### config.mk
export PLATFORM = sky130hd
export DESIGN_NAME = csharp_comment_string_masker_flat
export DESIGN_NICKNAME = d
export VERILOG_FILES = /design/src/sv/cscm_pkg.sv /design/src/sv/cscm_in_if.sv /design/src/sv/cscm_out_if.sv /design/src/sv/cscm_front.sv /design/src/sv/cscm_queue.sv /design/src/sv/cscm_back.sv /design/src/sv/csharp_comment_string_masker.sv /design/src/flat_wrapper.sv
export SDC_FILE = /design/constraint.sdc
export NUM_CORES = 1
export LEC_CHECK = 0
export BUFFER_PORTS_ARGS = -buffer_cell sky130_fd_sc_hd__buf_4
export CAP_MARGIN = 20
export CORE_AREA = 2 2 112 114
export DETAILED_ROUTE_END_ITERATION = 8
export DIE_AREA = 0 0 114 116
export GPL_ROUTABILITY_DRIVEN = 0
export GPL_TIMING_DRIVEN = 0
export PLACE_DENSITY = 0.54
export SLEW_MARGIN = 25
export SYNTH_ARGS = -nofsm -noshare
export SYNTH_HDL_FRONTEND = slang
export SYNTH_HIERARCHICAL = 1
export SYNTH_SLANG_ARGS = --single-unit
### constraint.sdc
create_clock -name clk -period 5.1 [get_ports clk]
set_input_delay 0.255 -clock clk [delete_from_list [all_inputs] [get_ports clk]]
set_output_delay 0.255 -clock clk [all_outputs]
set_load 0.005 [all_outputs]
### src/sv/cscm_pkg.sv
// ----------------------------------------------------------------------------
// cscm_pkg: shared types and constants for the C# comment/string masker
// Queue entry, push bundle and queue status types, byte codes, defaults.
// ----------------------------------------------------------------------------
package cscm_pkg;

  // Default depth of the result queue between front and back (power of two, >= 2)
  localparam int QDEPTH_DEFAULT = 4;

  // Byte codes
  localparam logic [7:0] CH_SLASH  = 8'h2F;
  localparam logic [7:0] CH_STAR   = 8'h2A;
  localparam logic [7:0] CH_AT     = 8'h40;
  localparam logic [7:0] CH_DQUOTE = 8'h22;
  localparam logic [7:0] CH_SQUOTE = 8'h27;
  localparam logic [7:0] CH_BSLASH = 8'h5C;
  localparam logic [7:0] CH_LF     = 8'h0A;
  localparam logic [7:0] CH_CR     = 8'h0D;
  localparam logic [7:0] CH_SPACE  = 8'h20;

  // One result byte
  typedef struct packed {
    logic [7:0] data;
    logic       last;
  } entry_t;

  // Up to two result bytes written into the queue in one cycle
  typedef struct packed {
    logic [1:0] count;  // 0, 1 or 2 entries
    entry_t     e0;     // first in order
    entry_t     e1;     // second in order
  } push_t;

  // Queue status toward front and back
  typedef struct packed {
    logic room2;     // space for two more entries
    logic nonempty;  // head entry is valid
  } qstat_t;

endpackage

### src/sv/cscm_in_if.sv
// ----------------------------------------------------------------------------
// cscm_in_if: raw source byte channel
// valid/ready handshake carrying one source byte and its last marker.
// ----------------------------------------------------------------------------
interface cscm_in_if;
  logic       valid;
  logic       ready;
  logic [7:0] in_byte;
  logic       in_last;

  modport source (output valid, output in_byte, output in_last, input ready);
  modport sink   (input valid, input in_byte, input in_last, output ready);
endinterface

### src/sv/cscm_out_if.sv
// ----------------------------------------------------------------------------
// cscm_out_if: masked byte channel
// valid/ready handshake carrying one masked byte and its last marker.
// ----------------------------------------------------------------------------
interface cscm_out_if;
  logic       valid;
  logic       ready;
  logic [7:0] out_byte;
  logic       out_last;

  modport source (output valid, output out_byte, output out_last, input ready);
  modport sink   (input valid, input out_byte, input out_last, output ready);
endinterface

### src/sv/cscm_front.sv
// ----------------------------------------------------------------------------
// cscm_front: lexer front end
// Accepts source bytes, holds one byte for lookahead, classifies it and
// pushes zero, one or two masked bytes into the result queue.
// ----------------------------------------------------------------------------
module cscm_front (
  input  logic               clk,
  input  logic               rst,
  cscm_in_if.sink            text,
  input  cscm_pkg::qstat_t   qstat,
  output cscm_pkg::push_t    push
);

  typedef enum logic [5:0] {
    MODE_CODE     = 6'b000001,
    MODE_LINE     = 6'b000010,
    MODE_BLOCK    = 6'b000100,
    MODE_STRING   = 6'b001000,
    MODE_VERBATIM = 6'b010000,
    MODE_CHAR     = 6'b100000
  } mode_t;

  typedef struct packed {
    logic [7:0] m0;
    logic [7:0] m1;
    logic       pair;
    mode_t      mode;
    logic       esc;
  } judge_t;

  function automatic logic [7:0] blank(input logic [7:0] c);
    return (c == cscm_pkg::CH_LF || c == cscm_pkg::CH_CR) ? c : cscm_pkg::CH_SPACE;
  endfunction

  // Judge byte c against the current lexer state, with optional lookahead nx
  function automatic judge_t judge(input mode_t mode, input logic esc,
                                   input logic [7:0] c, input logic have_nx,
                                   input logic [7:0] nx);
    judge_t j;
    j.m0   = c;
    j.m1   = nx;
    j.pair = 1'b0;
    j.mode = mode;
    j.esc  = esc;
    unique case (mode)
      MODE_LINE: begin
        if (c == cscm_pkg::CH_LF) j.mode = MODE_CODE;
        else j.m0 = blank(c);
      end
      MODE_BLOCK: begin
        j.m0 = blank(c);
        if (c == cscm_pkg::CH_STAR && have_nx && nx == cscm_pkg::CH_SLASH) begin
          j.m1   = cscm_pkg::CH_SPACE;
          j.mode = MODE_CODE;
          j.pair = 1'b1;
        end
      end
      MODE_VERBATIM: begin
        j.m0 = blank(c);
        if (c == cscm_pkg::CH_DQUOTE) begin
          if (have_nx && nx == cscm_pkg::CH_DQUOTE) begin
            j.m1   = cscm_pkg::CH_SPACE;
            j.pair = 1'b1;
          end else begin
            j.mode = MODE_CODE;
          end
        end
      end
      MODE_STRING, MODE_CHAR: begin
        j.m0 = blank(c);
        if (esc) begin
          j.esc = 1'b0;
        end else if (c == cscm_pkg::CH_BSLASH) begin
          j.esc = 1'b1;
        end else if ((mode == MODE_STRING && c == cscm_pkg::CH_DQUOTE) ||
                     (mode == MODE_CHAR && c == cscm_pkg::CH_SQUOTE)) begin
          j.mode = MODE_CODE;
        end
      end
      default: begin
        // plain code (unused codes behave the same)
        if (have_nx && ((c == cscm_pkg::CH_SLASH &&
                         (nx == cscm_pkg::CH_SLASH || nx == cscm_pkg::CH_STAR)) ||
                        (c == cscm_pkg::CH_AT && nx == cscm_pkg::CH_DQUOTE))) begin
          j.mode = (c == cscm_pkg::CH_AT)    ? MODE_VERBATIM :
                   (nx == cscm_pkg::CH_SLASH) ? MODE_LINE : MODE_BLOCK;
          j.m0   = cscm_pkg::CH_SPACE;
          j.m1   = cscm_pkg::CH_SPACE;
          j.pair = 1'b1;
        end else if (c == cscm_pkg::CH_DQUOTE || c == cscm_pkg::CH_SQUOTE) begin
          j.mode = (c == cscm_pkg::CH_DQUOTE) ? MODE_STRING : MODE_CHAR;
          j.m0   = cscm_pkg::CH_SPACE;
        end
      end
    endcase
    return j;
  endfunction

  mode_t      mode, mode_next;
  logic       esc, esc_next;
  logic [7:0] held_byte;
  logic       held_valid, held_valid_next;
  logic       accept;
  judge_t     j_held, j_new;
  mode_t      mode_mid;
  logic       esc_mid;

  assign text.ready = qstat.room2;
  assign accept     = text.valid && text.ready;

  always_comb begin
    // held byte judged with the new byte as lookahead
    j_held   = judge(mode, esc, held_byte, 1'b1, text.in_byte);
    mode_mid = held_valid ? j_held.mode : mode;
    esc_mid  = held_valid ? j_held.esc  : esc;
    // final byte judged with no lookahead
    j_new    = judge(mode_mid, esc_mid, text.in_byte, 1'b0, 8'h00);

    push.e0.data = held_valid ? j_held.m0 : j_new.m0;
    push.e0.last = !held_valid;
    push.e1.data = j_held.pair ? j_held.m1 : j_new.m0;
    push.e1.last = j_held.pair ? text.in_last : 1'b1;

    push.count      = 2'd0;
    mode_next       = mode;
    esc_next        = esc;
    held_valid_next = held_valid;
    if (accept) begin
      if (held_valid && j_held.pair) begin
        push.count      = 2'd2;
        mode_next       = j_held.mode;
        esc_next        = j_held.esc;
        held_valid_next = 1'b0;
      end else if (text.in_last) begin
        push.count      = held_valid ? 2'd2 : 2'd1;
        mode_next       = j_new.mode;
        esc_next        = j_new.esc;
        held_valid_next = 1'b0;
      end else begin
        push.count      = held_valid ? 2'd1 : 2'd0;
        mode_next       = mode_mid;
        esc_next        = esc_mid;
        held_valid_next = 1'b1;
      end
      if (text.in_last) begin
        mode_next = MODE_CODE;
        esc_next  = 1'b0;
      end
    end
  end

  always_ff @(posedge clk) begin
    if (rst) begin
      mode       <= MODE_CODE;
      esc        <= 1'b0;
      held_valid <= 1'b0;
    end else begin
      mode       <= mode_next;
      esc        <= esc_next;
      held_valid <= held_valid_next;
    end
  end

  always_ff @(posedge clk) begin
    if (accept) held_byte <= text.in_byte;
  end

endmodule

### src/sv/cscm_queue.sv
// ----------------------------------------------------------------------------
// cscm_queue: result queue between front and back
// Takes up to two entries per cycle, gives one per cycle from the head when popped.
// ----------------------------------------------------------------------------
module cscm_queue #(
  parameter int DEPTH = cscm_pkg::QDEPTH_DEFAULT  // power of two, >= 2
) (
  input  logic              clk,
  input  logic              rst,
  input  cscm_pkg::push_t   push,
  input  logic              pop,
  output cscm_pkg::entry_t  head,
  output cscm_pkg::qstat_t  qstat
);

  localparam int PTR_W = $clog2(DEPTH);
  localparam int CNT_W = $clog2(DEPTH + 1);

  cscm_pkg::entry_t entries [DEPTH];
  logic [PTR_W-1:0] wptr, rptr;
  logic [CNT_W-1:0] count;

  assign head           = entries[rptr];
  assign qstat.nonempty = (count != '0);
  assign qstat.room2    = (count <= CNT_W'(DEPTH - 2));

  always_ff @(posedge clk) begin
    if (rst) begin
      wptr  <= '0;
      rptr  <= '0;
      count <= '0;
    end else begin
      wptr  <= wptr + PTR_W'(push.count);
      rptr  <= rptr + PTR_W'(pop);
      count <= count + CNT_W'(push.count) - CNT_W'(pop);
    end
  end

  always_ff @(posedge clk) begin
    if (push.count != 2'd0) entries[wptr] <= push.e0;
    if (push.count == 2'd2) entries[PTR_W'(wptr + 1'b1)] <= push.e1;
  end

endmodule

### src/sv/cscm_back.sv
// ----------------------------------------------------------------------------
// cscm_back: output stage
// Moves the queue head into the output register whenever it is free.
// ----------------------------------------------------------------------------
module cscm_back (
  input  logic              clk,
  input  logic              rst,
  input  cscm_pkg::entry_t  head,
  input  cscm_pkg::qstat_t  qstat,
  output logic              pop,
  cscm_out_if.source        masked
);

  logic       valid;
  logic [7:0] data;
  logic       last;

  assign pop             = qstat.nonempty && (!valid || masked.ready);
  assign masked.valid    = valid;
  assign masked.out_byte = data;
  assign masked.out_last = last;

  always_ff @(posedge clk) begin
    if (rst) begin
      valid <= 1'b0;
    end else if (pop) begin
      valid <= 1'b1;
    end else if (masked.ready) begin
      valid <= 1'b0;
    end
  end

  always_ff @(posedge clk) begin
    if (pop) begin
      data <= head.data;
      last <= head.last;
    end
  end

endmodule

### src/sv/csharp_comment_string_masker.sv
// ----------------------------------------------------------------------------
// csharp_comment_string_masker: blanks C# comments and literals in a stream
// Source bytes in, same bytes out with comments, strings, verbatim strings
// and character literals (marks included) turned into spaces; CR/LF kept.
//
// Usage:
//   text   : sink channel, one source byte per transaction, in_last on the
//            final byte of a text.
//   masked : source channel, one masked byte per transaction, out_last on
//            the final byte of the text.
//   Each byte is held back until the next one arrives (one byte of
//   lookahead), so a transaction may produce zero, one or two output bytes;
//   the final byte of a text is flushed at once.
//   Throughput: one input transaction per cycle while the queue has room
//   for two entries. The front end takes a byte whenever the queue has
//   room for two entries; the output register drains one byte per cycle
//   while the receiver is ready. Timing: a released byte is written into
//   the queue at the accepting edge and is loaded from the queue head into
//   the output register once that register is free; the second byte of a
//   pair follows the first through the queue and the output register.
//   Reset (rst, synchronous): lexer back in code mode, hold and queue empty.
//   A stalled receiver keeps the output byte in place; the queue
//   (QDEPTH entries) fills, and text.ready drops as soon as fewer than two
//   entries are free.
// ----------------------------------------------------------------------------
module csharp_comment_string_masker #(
  parameter int QDEPTH = cscm_pkg::QDEPTH_DEFAULT  // power of two, >= 2
) (
  input  logic        clk,
  input  logic        rst,
  cscm_in_if.sink     text,
  cscm_out_if.source  masked
);

  cscm_pkg::push_t  push;   // front -> queue
  cscm_pkg::qstat_t qstat;  // queue -> front and back
  cscm_pkg::entry_t head;   // queue head -> back
  logic             pop;    // back takes the head

  // Front: handshake, lookahead hold, lexer state, masking
  cscm_front u_front (
    .clk   (clk),
    .rst   (rst),
    .text  (text),
    .qstat (qstat),
    .push  (push)
  );

  // Queue: absorbs the two-byte bursts
  cscm_queue #(
    .DEPTH (QDEPTH)
  ) u_queue (
    .clk   (clk),
    .rst   (rst),
    .push  (push),
    .pop   (pop),
    .head  (head),
    .qstat (qstat)
  );

  // Back: output register
  cscm_back u_back (
    .clk    (clk),
    .rst    (rst),
    .head   (head),
    .qstat  (qstat),
    .pop    (pop),
    .masked (masked)
  );

  // Front only writes when there is room for a full burst
  a_push_room: assert property (@(posedge clk) disable iff (rst)
    (push.count != 2'd0) |-> qstat.room2)
    else $error("queue write without room");

  // Back never takes from an empty queue
  a_pop_nonempty: assert property (@(posedge clk) disable iff (rst)
    pop |-> qstat.nonempty)
    else $error("pop from empty queue");

  // A final byte always leaves something queued
  a_last_flush: assert property (@(posedge clk) disable iff (rst)
    (text.valid && text.ready && text.in_last) |=> qstat.nonempty)
    else $error("final byte not flushed");

  // The front never writes a burst bigger than two, and writes only while text.valid is high
  a_push_count: assert property (@(posedge clk) disable iff (rst)
    (push.count != 2'd3) && ((push.count == 2'd0) || text.valid))
    else $error("bad push count");

endmodule
### src/flat_wrapper.sv
// flat-port wrapper written by rule: the top's interface ports become plain ports
module csharp_comment_string_masker_flat 
#(
  parameter int QDEPTH = cscm_pkg::QDEPTH_DEFAULT                       
)
  (clk, rst, text_valid, text_in_byte, text_in_last, text_ready, masked_valid, masked_out_byte, masked_out_last, masked_ready);
  cscm_in_if text_i ();
  cscm_out_if masked_i ();
  input  logic clk;
  input  logic rst;
  input wire logic [$bits(text_i.valid)-1:0] text_valid;
  input wire logic [$bits(text_i.in_byte)-1:0] text_in_byte;
  input wire logic [$bits(text_i.in_last)-1:0] text_in_last;
  output wire logic [$bits(text_i.ready)-1:0] text_ready;
  output wire logic [$bits(masked_i.valid)-1:0] masked_valid;
  output wire logic [$bits(masked_i.out_byte)-1:0] masked_out_byte;
  output wire logic [$bits(masked_i.out_last)-1:0] masked_out_last;
  input wire logic [$bits(masked_i.ready)-1:0] masked_ready;
  assign text_i.valid = text_valid;
  assign text_i.in_byte = text_in_byte;
  assign text_i.in_last = text_in_last;
  assign text_ready = text_i.ready;
  assign masked_valid = masked_i.valid;
  assign masked_out_byte = masked_i.out_byte;
  assign masked_out_last = masked_i.out_last;
  assign masked_i.ready = masked_ready;
  csharp_comment_string_masker #(.QDEPTH(QDEPTH)) u_core (.clk(clk), .rst(rst), .text(text_i), .masked(masked_i));
endmodule
* Word-level counts from Yosys, hierarchy flattened
Memory sizes are Yosys's and may differ from the RTL's. A register that Yosys moved wholly into a read port is not among the register bits. Index checks and enable logic that the tools add are counted.
Word-level totals: bits in registers 24, RAM bits 36, output and inout bits 11, memories kept 1
Memories:
- u_core.u_queue.entries | depth 4, width 9, rd ports 1, clocked after memory_dff 1, write ports 2, line cscm_queue.sv:19 | cscm_pkg::entry_t entries [DEPTH];
Operators by class: add/subtract/negate cells 5, order comparisons 1, equal/unequal tests 25, mux-type cells 50, reduce and logical (&&, ||, !) cells 27
Operators by type and width (count):
- $mux W8 | 9
- $mux W6 | 11
- $eq A8 B6 Y1 const B | 8
- $eq A8 B4 Y1 const B | 4
- $pmux W8 S2 | 2
- $mux W15 | 2
- $pmux W9 S3 | 1
- $pmux W6 S4 | 1
- $mux W9 | 2
- $eq A8 B7 Y1 const B | 2
- $mux W1 | 16
- $eq A6 B2 Y1 const B | 2
- $eq A6 B3 Y1 const B | 2
- $eq A6 B4 Y1 const B | 2
- $eq A6 B5 Y1 const B | 2
- $eq A6 B6 Y1 const B | 2
- $logic_and A1 B1 Y1 | 8
- $logic_or A1 B1 Y1 | 8
- $mux W2 | 4
- $reduce_or A4 Y1 | 2
- $reduce_bool A3 Y1 | 2
- $mux W5 | 1
- $reduce_bool A2 Y1 | 2
- $add A3 B2 Y3 | 1
- other kinds (11) | 12

* Logic depth before layout (Yosys ltp)
depth in word-level cells 12, depth in mapped cells 15, gate-level depth less buffers 13

* Cells and area by module
Netlist, hierarchy kept.
Modules (own cells, without submodules):
- cscm_queue | instances 1, cells each 130, area each 2210.9 µm²
- cscm_front | instances 1, cells each 223, area each 1707.9 µm²
- cscm_back | instances 1, cells each 14, area each 325.3 µm²

* Least setup slack after synthesis
Ideal clock, no wire load.
path kind flip-flop to flip-flop, from register u_core.u_front.held_byte[1], to memory u_core/u_queue/entries[1][1] in the netlist's numbering (data pin), setup time 0.260 ns, arrival time 3.268 ns, setup slack 1.571 ns, cell stages (with the launch flop) 13, buffers on the path 1, clock period less this slack 3.529 ns, path through edfxtp_1 clkbuf_1 or4b_1 or4_4 o211a_2 o21ai_1 o21ai_1 nor4_2 a32oi_2 nand2_4 mux2_4 a22o_1 mux2_4
RTL lines:
- from (decl) | line cscm_front.sv:101 | logic [7:0] held_byte;
- from (signal assigned) | line cscm_front.sv:165 | if (accept) held_byte <= text.in_byte;
- to (decl) | line cscm_queue.sv:19

==> flow_summary.toml <==
[floorplanning]
dieArea_sq_mm = 0.0132
die_w_um = 114
num_rows = 40
die_h_um = 116
core_area_sq_mm = 0.0119
start_util_pct = 35.6
ios = 24

[global_route]
grt-ovfl-total = 0
grt_pass1_wl_um = 15400
grt_pass1_vias = 2844
track_usage_pct = 15.1
grt_max_degree = 14
antenna_found_initial = 0

[finish]
multiInputGateArea_sq_mm = 0.00216
syn2layout_area_growth_pct = 16.1
layout.nets = 423
n_antenna_cell = 0
fillers = 1161
instances_no_fill = 554
seq_area_sq_mm = 0.00191
postLayoutCoreUtil_pct = 41.4
drive_above_1_share_pct = 29.5

[timing]
maxSlewHeadroom_pct = 37.1
setup_viol = 0
fin_crit_sh_pct = 78.8
worstMarginPinSlew_ns = 0.941
maxSlewViolCount = 0
post-route-worst-setup-slack_ns = 1.08
max_freq_ghz = 0.249
rsz0062_at_grt = "false"
final.setup.tns_ns = 0
finalHoldViolCount = 0
min_period_ns = 4.02
skew_ns = 0.00664

[clock_network]
cts_tree = "done"
ctsHoldBuffers = 0
cts_resized = 0
path_clk_slew_ns = 0.06
postCtsSetupRepairBufs = 0
insertion_delay_ns = 0.33
clockBufferDepth = 2
cts_max_level = 3
clock_sinks = 69
cts-root-buf = "clkbuf_16"
cts_buffers = 9

[synth]
synth_top_family_by_area = "simple AND/OR/NAND/NOR gates"
synthFlopType = "edfxtp_1"
ys_async_sr_fraction_pct = 0
synthSimpleGateAreaFrac_pct = 18.2
synth.avg_cell_area_sq_um = 11.6
post-synth-top-count-cell = "edfxtp_1"
synthXorXnorAreaFrac_pct = 2.54
synth_nets = 388
synth.largest_area_cell = "edfxtp_1"
synth_adder_area_share_pct = 2.54
synth_seq_cells = 69
synth_common_cells = "edfxtp_1, nor2_1, mux2_2"
synth_cell_types = 75
netlist_area_sq_mm = 0.00424
netlist_instances = 367
synth_edf_count = 53
synth_top_area_share_pct = 37.5
yosys_warnings = 6
synthMuxAreaShare_pct = 15.9
yosysSeqAreaShare_pct = 45.0
synth_area_leaders = "edfxtp_1, dfxtp_1, mux2_2, mux4_2, mux2_4"
synth_compound_area_share_pct = 11.6

[placed_design]
hpwl_um = 6970
pre_cts_slack_ns = 0.999
place_inst = 538
port_buffers = 23

[power]
seq_power_share_pct = 39.5
combPwrFrac_pct = 26.7
clock_power_share_pct = 33.8
p_per_area_mw_per_mm2 = 398
power_leakage_nw = 1.73
p_int_mw = 1.43
ir_worst_vdd_mv = 0.134
switching_share_pct = 26.9
p_sw_mw = 0.528

[detailed_routing]
met3_length_um = 298
ant_nets = 0
vias = 2988
firstDrtPassIters = 5
drc = 0
highest_layer = "met4"
wl_per_cell_um = 17.1
first_iter_violations = 172
viasPerCell = 5.39
wirelength_met1_um = 4430
wl_met2_um = 4670
routed_wl_um = 9480

[worst_setup_path]
worstSetupEndpointType = "register"
cp-start-kind = "register"
crit_path_max_fanout = 10
crit_required_ns = 5.14
crit_type = "reg -> reg"
cp.arrival_ns = 4.06

[run]
drv_cap = 0

[hold_path]
hold_class = "in -> reg"

[status]
run_status = "complete, no violations"
worst paths after layout:
path | startpoint | endpoint | slack (ns) | depth (start not counted)
setup / recovery | u_core/u_front/held_byte[1] | u_core/u_queue/entries[0][2] | 1.08 | 13
setup reg to reg | u_core/u_front/held_byte[1] | u_core/u_queue/entries[0][2] | 1.08 | 13
hold / removal | text_in_byte[3] | u_core/u_front/held_byte[3] | 0.11 | 1
hold reg to reg | u_core/u_back/masked.valid | u_core/u_back/masked.valid | 0.50 | 2
cells by family (layout without fill, tap and decap cells):
group | Yosys count | count (layout)
muxes | 48 | 48
xor gates and xnor gates | 9 | 9
DFF | 69 | 69
and+or+nand+nor | 130 | 130
adders and majority gates | 8 | 8
buffers and inverters | 38 | 78
AOI/OAI and AO/OA | 65 | 65
registers in the layout (all words and copies together), names as in the netlist:
signal	cells
u_core/u_back/masked.out_last	1
u_core/u_queue/wptr	2
u_core/u_queue/count	3
u_core/u_queue/rptr	2
u_core/u_back/masked.valid	1
u_core/u_queue/entries	36
u_core/u_front/held_byte	8
u_core/u_front/held_valid	1
u_core/u_front/esc	1
u_core/u_back/masked.out_byte	8
u_core/u_front/mode	6
power by group through the flow:
stage               Clock, mW  Sequential, mW  Combinational, mW
finish                  0.662           0.774              0.524
floorplan                   0           0.784              0.361
global placement            0           0.785              0.520
global route            0.703           0.783              0.588
CTS                     0.681           0.775              0.534
detailed placement          0           0.787              0.531
per-layer routing:
| metal | vias to the layer above | global-route usage [%] |
|---|---|---|
| met3 | 7 | 3.45 |
| met4 | 0 | 4.63 |
| li1 | 1478 | - |
| met2 | 59 | 25.2 |
| met5 | - | 0 |
| met1 | 1444 | 19.6 |
final cells by class:
type	count	share of cell area, %
multi-input combinational	260	43.9
sequential	69	38.8
clock buffer	9	4.57
tap	147	3.73
timing repair buffer	24	3.66
buffer	22	2.36
clock inverter	7	1.80
inverter	16	1.22
stage by stage:
stage | hold slack (ns) | cell area (sq um) | total power, mW
floorplan | 0.317 | 4240 | 1.14
global placement | 0.453 | 4600 | 1.30
detailed placement | 0.456 | 4610 | 1.32
CTS | 0.101 | 4930 | 1.99
global route | 0.106 | 4930 | 2.07
finish | 0.114 | 4930 | 1.96
cells in the final DEF, fill, tap and decap left out, drive strengths merged, types with 3 or more instances in the layout:
master,instances
edfxtp,53
nor2,37
mux2,37
buf,35
clkbuf,20
nand2,17
dfxtp,16
inv,16
o21ai,15
a21oi,10
mux4,9
nand3,8
nor2b,8
a22o,8
nor3,7
nand4,7
ha,7
nor4,7
a22oi,6
and2,6
nor4b,5
xnor2,4
and3,4
clkinv,4
or4,4
or2,4
o2111ai,3
xor2,3
nand4b,3
o21bai,3
o31ai,3
critical path, cell delays in order (launching register included):
cell and delay [ns]:
edfxtp_1 0.36, clkbuf_1 0.23, or4b_1 0.55, or4_4 0.46, o21ai_2 0.08, nor2_2 0.07
o21bai_1 0.19, nand2_1 0.14, nand2_1 0.10, and3_1 0.23, buf_2 0.18, nand4b_1 0.57
o31ai_2 0.30, buf_4 0.25
(Power assumes the default switching activity.)
